<file path="src/hdl/i2a_pkg.sv">
// Shared types and constants for the integer to ASCII formatter.
// No dependencies; used by every module of the block.
`default_nettype none

package i2a_pkg;

    localparam int QUEUE_DEPTH = 2;
    localparam int MAX_CHARS   = 11;
    localparam int CNT_W       = 4;

    // format selector codes
    localparam logic [1:0] CMD_DEC       = 2'd0;
    localparam logic [1:0] CMD_HEX_LO    = 2'd1;
    localparam logic [1:0] CMD_HEX_UP    = 2'd2;
    localparam logic [1:0] CMD_RSVD      = 2'd3;   // unused code, decodes as uppercase hex
    localparam int         CMD_UPPER_BIT = 1;

    localparam logic [31:0] RECIP10     = 32'hCCCC_CCCD;  // ceil(2^35 / 10)
    localparam int          RECIP_SHIFT = 35;

    localparam logic [7:0] ASCII_ZERO       = 8'd48;
    localparam logic [7:0] ASCII_MINUS      = 8'd45;
    localparam logic [7:0] LOWER_HEX_OFFSET = 8'd87;
    localparam logic [7:0] UPPER_HEX_OFFSET = 8'd55;

    typedef struct packed {
        logic [1:0]  cmd;
        logic [31:0] value;
    } t_req;

    typedef struct packed {
        logic [7:0]       character;
        logic             last_char;
        logic [CNT_W-1:0] total_chars;
    } t_res;

    // classified request handed from front to back
    typedef struct packed {
        logic        hex;
        logic        upper;
        logic        neg;
        logic [31:0] mag;
    } t_job;

endpackage

`default_nettype wire

</file>
<file path="src/hdl/i2a_front.sv">
// Front end: accepts requests, classifies format and sign, forms the magnitude,
// and holds classified jobs in a short queue. Depends on i2a_pkg.
`default_nettype none

module i2a_front #(
    parameter int Q_DEPTH = i2a_pkg::QUEUE_DEPTH
) (
    input  wire logic          i_clk,
    input  wire logic          i_rst_n,
    input  wire logic          push,
    output logic               full,
    input  wire i2a_pkg::t_req i_req,
    output logic               o_job_vld,
    input  wire logic          i_job_pop,
    output i2a_pkg::t_job      o_job
);

    localparam int PW = (Q_DEPTH > 1) ? $clog2(Q_DEPTH) : 1;
    localparam int CW = $clog2(Q_DEPTH + 1);

    i2a_pkg::t_job r_mem [Q_DEPTH];
    logic [PW-1:0] r_wp, r_rp;
    logic [CW-1:0] r_cnt;
    i2a_pkg::t_job w_job;
    logic          w_wr, w_rd;

    always_comb begin
        w_job.hex   = (i_req.cmd != i2a_pkg::CMD_DEC);
        w_job.upper = i_req.cmd[i2a_pkg::CMD_UPPER_BIT];
        w_job.neg   = (i_req.cmd == i2a_pkg::CMD_DEC) && i_req.value[31];
        // unsigned negate also covers the most negative value
        w_job.mag   = w_job.neg ? (32'd0 - i_req.value) : i_req.value;
    end

    assign full      = (r_cnt == CW'(Q_DEPTH));
    assign o_job_vld = (r_cnt != '0);
    assign o_job     = r_mem[r_rp];
    assign w_wr      = push && !full;
    assign w_rd      = i_job_pop && o_job_vld;

    always_ff @(posedge i_clk) begin
        if (!i_rst_n) begin
            r_wp  <= '0;
            r_rp  <= '0;
            r_cnt <= '0;
        end else begin
            if (w_wr) begin
                r_wp <= (r_wp == PW'(Q_DEPTH - 1)) ? '0 : r_wp + 1'b1;
            end
            if (w_rd) begin
                r_rp <= (r_rp == PW'(Q_DEPTH - 1)) ? '0 : r_rp + 1'b1;
            end
            if (w_wr && !w_rd) begin
                r_cnt <= r_cnt + 1'b1;
            end else if (w_rd && !w_wr) begin
                r_cnt <= r_cnt - 1'b1;
            end
        end
    end

    always_ff @(posedge i_clk) begin
        if (w_wr) begin
            r_mem[r_wp] <= w_job;
        end
    end

endmodule

`default_nettype wire

</file>
<file path="config.mk">
export PLATFORM = sky130hd
export DESIGN_NAME = i2a_front
export DESIGN_NICKNAME = d
export VERILOG_FILES = /design/src/hdl/i2a_pkg.sv /design/src/hdl/i2a_front.sv
export SDC_FILE = /design/constraint.sdc
export NUM_CORES = 1
export LEC_CHECK = 0
export BUFFER_PORTS_ARGS = -buffer_cell sky130_fd_sc_hd__buf_2
export CAP_MARGIN = 20
export CORE_MARGIN = 4
export CORE_UTILIZATION = 41
export CTS_BUF_LIST = sky130_fd_sc_hd__clkbuf_16
export DETAILED_ROUTE_END_ITERATION = 10
export PLACE_DENSITY = 0.65
export SLEW_MARGIN = 20
export SYNTH_ARGS = -nofsm -noshare
export SYNTH_HDL_FRONTEND = slang
export SYNTH_SLANG_ARGS = --single-unit
</file>
<file path="constraint.sdc">
create_clock -name i_clk -period 7.85 [get_ports i_clk]
set_clock_uncertainty 0.1 [all_clocks]
set_input_delay 1.1775 -clock i_clk [delete_from_list [all_inputs] [get_ports i_clk]]
set_output_delay 1.1775 -clock i_clk [all_outputs]
set_load 0.01 [all_outputs]
</file>
==> run metrics, run 1 <==
Final TNS setup 0 ps; FILL cells 727; share of cells above drive strength 1 43.94%; Layout Nets 365; critical path class reg -> out; post-layout minimum cycle time 2926 ps; n_diodes 0; commonest non-fill, non-tap cells in the layout buf_2, edfxtp_1, mux2_2; WL/cell 17.03 um; Vias 2274; Placed Cells 418; Syn Std Cell Area 0.003598 mm^2; Post-synth EDFFs 70; drt pass-1 iters 4; Hold Path Class reg -> reg; Max IR drop VDD 0.0001393 V; synth-to-layout area growth 22.81%; die area 0.01034 mm^2; htree depth 3; CTS tree done; grt ovf 0; Final Hold Viols 0; Gate Count Post-Synth 245; Fmax 0.3418 GHz; Post-synth ARST share 0%; CTS sink cnt 75; HPWL after DPL 5158 um; outcome finished, final reports clean; RSZ-0062 raised after global routing no; Hold EP r_cnt[1]; most common cell after layout, fill and taps aside buf_2; Cell variety after synth 39; syn_nets 285; Synth top area share 58.41%; Yosys warnings 0; Final setup viols 0; worst relative slew slack 54.85%; Worst Path Required 6570 ps; clock latency on the worst-skew pair 330 ps; R2R depth 6; placed cell area 0.004084 mm^2; vias per cell 5.228; ANT nets after route 0; Worst-path clk slew 60 ps; Initial Util 42.93%; I/O Pins 75; cell taking the most area after synthesis edfxtp_1; clk buf depth 2; Fin Hold WS 426.0 ps; drt total wl 7409 um; R2R Setup Slk 6090 ps; wire length of the first global-routing pass 11590 um; Die H 101.7 um; final worst-path cycle share 37.27%; CP endpoint kind output port; row count 33; Seq/Total Area, Yosys 61.20%; Worst R2R Start r_cnt[0]; Post-CTS Hold Buffers 0; worst slew pin tran 676.5 ps; Mapped Avg Cell Area 14.69 um^2; Slew Viols, Final 0; Static Leak 0.001601 uW; Synth Flop Type edfxtp_1; synthesized flop and latch total 75; Worst Path Max Fanout 35; largest net degree at the start of global routing 36; Critical Path AT 1650 ps; Port Buffer Count 74; core area 0.008382 mm^2; routability cong. 0.7944; crit start category register; Die X 101.7 um; initial antenna violation count 0; hold path start r_cnt[1]; initial DRC count 111; Num CTS Buffers 9; GRT Total Usage 14.89%; end of the worst register-to-register path r_cnt[1]; post-CTS setup buffer count 0; # resized after CTS 0; Pwr per Cell Area 291.6 mW/mm^2; vias in the first global route 2309; hold depth 2; Residual DRC 0; root buf cell clkbuf_16; post-layout instance area 0.004419 mm^2; top post-synthesis cells by area edfxtp_1, mux2_2, xnor2_1; fin cells 435; max-cap violation count 0
## cell usage after synthesis (3+ instances only)
cell       n
clkbuf_1   5
xnor2_1   20
nor3_1     8
mux2_2    35
and2_1     5
a31oi_1    5
o31ai_1    7
nor4_4     3
nand2_1    7
o41ai_2    5
a21oi_1    5
o21ai_0    6
dfxtp_1    5
nor2_1     9
inv_1      6
edfxtp_1  70
xor2_1    13
nand2b_1   3
## worst max-delay path: stages, from the launching register on
cell	delay, ps
dfxtp_1	300
buf_4	420
mux2_2	420
buf_2	150
## layer usage
layer | routed length (um) | track usage [%] | vias up
li1 | - | - | 1096
met1 | 3304 | 19.39 | 1091
met2 | 3443 | 23.44 | 75
met3 | 539 | 5.234 | 12
met4 | 121 | 4.601 | 0
met5 | 0 | 0 | -
## layout make-up
| type | instances | area (um^2) | area share, % |
|---|---|---|---|
| Multi-Input combinational cell | 156 | 1343 | 30.38 |
| Clock buffer | 11 | 275.3 | 6.229 |
| Clock inverter | 5 | 32.53 | 0.7361 |
| Timing Repair Buffer | 77 | 412.9 | 9.343 |
| Inverter | 6 | 22.52 | 0.5096 |
| Sequential cell | 75 | 2202 | 49.83 |
| Tap cell | 105 | 131.4 | 2.973 |
## power breakdown
group | internal, uW | total [uW] | switching [uW]
sequential | 519 | 537 | 18.2
combinational | 159 | 343 | 184
clock | 251 | 408 | 157
total | 929 | 1290 | 360
## worst max-delay path by stage
stage / end / startpoint
2_1_floorplan: r_mem[0][0] / push
3_5_place_dp: r_mem[1][16] / i_req[33]
6_report: o_job[15] / register
5_1_grt: r_mem[0][27] / i_req[33]
3_3_place_gp: r_mem[0][27] / i_req[33]
4_1_cts: o_job[16] / register
## stage by stage
stage | power, uW | utilization (%) | setup slack [ps]
2_1_floorplan | 757.4 | - | 4578
3_3_place_gp | 881.5 | 48.72 | 4765
3_5_place_dp | 887.5 | 48.72 | 4732
4_1_cts | 1299 | 52.40 | 4892
5_1_grt | 1350 | 52.72 | 4789
6_report | 1289 | 52.72 | 4924
## cell families (layout without fill, tap and decap cells)
| logic type | Yosys count | count (layout) | share of synthesized area (%) |
|---|---|---|---|
| xor+xnor | 33 | 33 | 8.032 |
| simple gates | 56 | 56 | 10.88 |
| buf+inv | 14 | 99 | 1.704 |
| flops | 75 | 75 | 61.20 |
| mux | 35 | 35 | 10.95 |
| compound gates | 30 | 30 | 6.537 |
| fa+ha+maj | 2 | 2 | 0.6953 |
## state kept, by name, indices dropped and copies added, names as in the netlist, named ones only
register / flops
r_rp: 1
r_wp: 1
r_cnt: 2
r_mem: 70
Power figures use the tool's default switching activity.
==> run 2, diff against run 1 <==
clock period = 3.1 ns   (was 7.85 ns; I/O delays follow)
==> run 2 against run 1 <==
Critical path depth unchanged. Final cell count is the same. Register-to-register slack got worse by 4800 ps. Routed wire length is 2.1% higher. Core utilization is 0.46 points lower. Clock power grew 140%. Global-route usage increased by 0.68 points. Count of clock-buffer cells in the layout decreased by 1. Critical path type unchanged. Critical endpoint unchanged.
==> run metrics, run 2 (synthesis results as in run 1) <==
die area 0.01034 mm^2 (unchanged); Die X 101.7 um (unchanged); FILL cells 735 (+1.1%); synth-to-layout area growth 21.73%; Worst R2R Start r_cnt[0]; Port Buffer Count 74 (unchanged); Vias 2249 (-1.1%); vias per cell 5.170 (-1.1%); RSZ-0062 raised after global routing no; Hold Path Class in -> reg; post-layout minimum cycle time 2199 ps; Worst-path clk slew 60 ps (about the same); Sw Share 28.32% (+0.41 points); outcome finished, final reports clean; root buf cell clkbuf_16; row count 33 (unchanged); final worst-path cycle share 70.94%; ANT nets after route 0 (unchanged); Initial Util 42.93% (unchanged); most common cell after layout, fill and taps aside buf_2; core area 0.008382 mm^2 (unchanged); combinational fraction of design power 26.8% (+0.2 points); # resized after CTS 0 (unchanged); initial DRC count 107 (-3.6%); Fin Hold WS 246.3 ps (-179.7 ps); commonest non-fill, non-tap cells in the layout buf_2, edfxtp_1, mux2_2; drt total wl 7563 um (+2.1%); CTS tree done; Die H 101.7 um (unchanged); Final setup viols 0 (unchanged); worst relative slew slack 52.21% (-2.6 points); post-CTS setup buffer count 0 (unchanged); GRT Total Usage 15.56% (+0.68 points); Regs by FF count r_mem: 70 flops, r_cnt: 2 flops; Post-CTS Hold Buffers 0 (unchanged); wire length of the first global-routing pass 12080 um (+4.3%); Worst Path Required 2530 ps (-4040 ps); Layout Nets 365 (unchanged); Clock Power Share 30.7% (-1.0 points); worst slew pin tran 716.1 ps (+39.64 ps); Fmax 0.4547 GHz; Critical Path AT 1630 ps (-20 ps); vias in the first global route 2416 (+4.6%); n_diodes 0 (unchanged); CP endpoint kind output port; routability cong. 0.7934 (-0.13%); Final TNS setup 0 ps (unchanged); clock latency on the worst-skew pair 320 ps (about the same); Largest Register r_mem; Static Leak 0.001589 uW (-0.73%); HPWL after DPL 5220 um (+1.2%); Num CTS Buffers 9 (unchanged); drt pass-1 iters 4 (unchanged); Final Hold Viols 0 (unchanged); crit start category register; initial antenna violation count 0 (unchanged); Worst Path Max Fanout 35 (unchanged); Residual DRC 0 (unchanged); sequential power share 42.6% (+0.9 points); htree depth 3 (unchanged); largest net degree at the start of global routing 36 (unchanged); placed cell area 0.004091 mm^2 (+0.18%); Switch Pwr 904.5 uW (+150%); max-cap violation count 0 (unchanged); hold path start i_req[33]; Pwr per Cell Area 729.1 mW/mm^2 (+150%); clk buf depth 2 (unchanged); WL/cell 17.39 um (+2.1%); cell internal pwr 2289 uW (+150%); share of cells above drive strength 1 43.94% (unchanged); post-layout instance area 0.004380 mm^2 (-0.88%); Max IR drop VDD 0.0003702 V (+170%); CTS sink cnt 75 (unchanged); Slew Viols, Final 0 (unchanged); grt ovf 0 (unchanged); I/O Pins 75 (unchanged); critical path class reg -> out; max FFs per register 70 (unchanged)
==> run 2: cell types whose count changed in the layout (fill, tap and decap cells not counted) <==
cell / before / now
clkinv_2: 1 / 2
clkinvlp_4: 2 / 1
buf_16: 1 / 0
clkbuf_16: 11 / 10
clkinv_4: 1 / 2
buf_4: 2 / 3
==> run 2: power groups by stage <==
stage / clock, uW / sequential, uW / combinational [uW]
CTS: 1000 / 1360 / 877
floorplan: 0 / 1370 / 547
global placement: 0 / 1370 / 862
global route: 1060 / 1380 / 929
detailed placement: 0 / 1380 / 871
finish: 979 / 1360 / 855
==> run 2: final cells by class <==
class	instances	area, um^2	area share, %
flip-flops and latches	75	2202	50.27
clock inverters	6	38.79	0.8855
repair buffers	77	392.9	8.969
multi-input cells	156	1343	30.65
clock buffers	10	250.2	5.713
well taps	105	131.4	2.999
inverters	6	22.52	0.5141
==> run 2: final timing paths <==
check	endpoint	slack (ps)	depth (start not counted)
worst max-delay path	o_job[15]	900	3
worst min-delay path	r_mem[1][33]	250	1
worst max register to register	r_cnt[1]	1320	6
worst min register to register	r_cnt[1]	410	2
==> run 2: stage by stage <==
step | utilization (%) | setup WS, ps | std cells | power (uW)
finish | 52.26 | 900.9 | 435 | 3194
global route | 52.26 | 717.1 | 435 | 3366
CTS | 52.26 | 855.3 | 435 | 3243
detailed placement | 48.81 | 638.4 | 419 | 2254
global placement | 48.81 | 731.7 | 419 | 2236
floorplan | - | 486.8 | 245 | 1918
==> run 2: routing by layer <==
metal	vias up	wire (um)	GRT usage, %	part of all wire (%)
met5	-	0	0	0
met4	0	76	4.499	1.0
met3	7	433	5.510	5.7
met2	60	3612	25.50	48
met1	1083	3440	19.49	45
li1	1099	-	-	-
==> run 2: critical path, cell delays in order (launching register included) <==
cell and delay, ps:
dfxtp_1 300, buf_4 420, mux2_2 420, buf_2 140
==> run 3, diff against run 2 <==
clock period = 2.13 ns   (was 3.1 ns; I/O delays follow)
==> run 3 against run 2 <==
Critical path depth unchanged. Core utilization up 1.6 points. Worst hold slack worse by 140 ps. Setup slack worse by 640 ps. Count of clock-buffer cells in the layout up 3. Sequential share of layout area down 1.5 points. Final cell count up 1.1%.
==> run metrics, run 3 (synthesis results as in run 1) <==
Die H 101.7 um (unchanged); sequential power share 39.9% (-2.7 points); clk buf depth 2 (unchanged); CP cell instances buf_12, mux2_2, buf_2; Static Leak 0.001657 uW (+4.3%); largest net degree at the start of global routing 36 (unchanged); combinational fraction of design power 26.0% (-0.8 points); HPWL after DPL 5127 um (-1.8%); total power 4955 uW (+55%); Final Util 53.90% (+1.6 points); Worst-path clk slew 60 ps (about the same); I/O Pins 75 (unchanged); crit start category register; Post-CTS Hold Buffers 0 (unchanged); worst relative slew slack 71.51% (+19 points); Slew Viols, Final 0 (unchanged); most common cell after layout, fill and taps aside buf_2; commonest non-fill, non-tap cells in the layout buf_2, edfxtp_1, mux2_2; Final setup viols 0 (unchanged); die area 0.01034 mm^2 (unchanged); initial DRC count 58 (-46%); CTS tree done; Placed Cells 424 (+1.2%); clock latency on the worst-skew pair 320 ps (about the same); critical path class reg -> out; CTS sink cnt 75 (unchanged); post-CTS setup buffer count 0 (unchanged); vias in the first global route 2355 (-2.5%); RSZ-0062 raised after global routing no; initial antenna violation count 0 (unchanged); WP buf/inv 2 (unchanged); Switch Pwr 1349 uW (+49%); vias per cell 5.284 (+2.2%); Initial Util 42.93% (unchanged); Port Buffer Count 74 (unchanged); # resized after CTS 0 (unchanged); Pwr per Cell Area 1097 mW/mm^2 (+50%); Critical Path AT 1450 ps (-180 ps); Regs by FF count r_mem: 70 flops, r_cnt: 2 flops; drt total wl 7443 um (-1.6%); n_diodes 0 (unchanged); max FFs per register 70 (unchanged); routability cong. 0.8257 (+4.1%); R2R Setup Slk 350 ps (-970 ps); outcome finished, final reports clean; ANT nets after route 0 (unchanged); htree depth 3 (unchanged); Num CTS Buffers 9 (unchanged); fin cells 440 (+1.1%); Crit path max-delay family multiplexers; wire length of the first global-routing pass 11920 um (-1.4%); worst slew pin tran 424.1 ps (-292.0 ps); post-layout minimum cycle time 1872 ps; share of cells above drive strength 1 45.07% (+1.1 points); Worst Path Required 1710 ps (-820 ps); Worst Path Max Fanout 35 (unchanged); WL/cell 16.92 um (-2.7%); CP endpoint kind output port; Crit path largest cell delay 380 ps (-40 ps); grt ovf 0 (unchanged); Sw Share 27.22% (-1.1 points); root buf cell clkbuf_16; Final TNS setup 0 ps (unchanged); GRT Total Usage 15.37% (-0.19 points); final worst-path cycle share 87.87%; cell internal pwr 3606 uW (+58%); row count 33 (unchanged); drt pass-1 iters 4 (unchanged); Vias 2325 (+3.4%); Largest Register r_mem; synth-to-layout area growth 25.56%; Die X 101.7 um (unchanged); Reg area 0.002202 mm^2 (unchanged); Residual DRC 0 (unchanged); Hold Path Class in -> reg; core area 0.008382 mm^2 (unchanged); max-cap violation count 0 (unchanged); Final Hold Viols 0 (unchanged); area of the multi-input gates 0.001343 mm^2 (unchanged); Fmax 0.5343 GHz; Max IR drop VDD 0.0004476 V (+21%); FILL cells 708 (-3.7%); Fin Hold WS 109.9 ps (-136.4 ps); crit path max-delay cell type mux2_2; Layout Nets 370 (+1.4%); Clock Power Share 34.1% (+3.4 points)
==> run 3: final timing paths <==
path,end,from,cells past startpoint
max,o_job[12],register,3
max reg2reg,r_cnt[1],r_cnt[0],6
min,r_mem[1][33],i_req[33],1
min reg2reg,r_cnt[1],r_cnt[1],2
==> run 3: area by class of cell <==
class                      instances  area share [%]
clock buffer                      13           7.200
clock inverter                     3          0.5816
inverter                           6          0.4985
multi-input combinational        156           29.71
sequential                        75           48.74
tap                              105           2.908
timing repair buffer              82           10.36
==> run 3: metal layers <==
metal / up-vias / part of all wire (%) / GRT usage (%) / routed length, um
li1: 1111 / - / - / -
met1: 1129 / 46 / 20.37 / 3412
met2: 74 / 47 / 24.65 / 3500
met3: 11 / 5.5 / 3.512 / 410
met4: 0 / 1.6 / 5.828 / 119
met5: - / 0 / 0 / 0
==> run 3: metrics by stage <==
stage               worst slack (ps)  cell area, um^2
floorplan                      93.00             3601
global placement               95.34             4167
detailed placement             87.02             4167
CTS                            230.9             4518
global route                   185.2             4518
finish                         258.4             4518
==> run 3: power groups by stage <==
| stage | Combinational [uW] | Clock [uW] | Sequential, uW |
|---|---|---|---|
| 2_1_floorplan | 797 | 0 | 1990 |
| 3_3_place_gp | 1310 | 0 | 2000 |
| 3_5_place_dp | 1320 | 0 | 2010 |
| 4_1_cts | 1330 | 1710 | 1980 |
| 5_1_grt | 1420 | 1800 | 2000 |
| 6_report | 1290 | 1690 | 1980 |
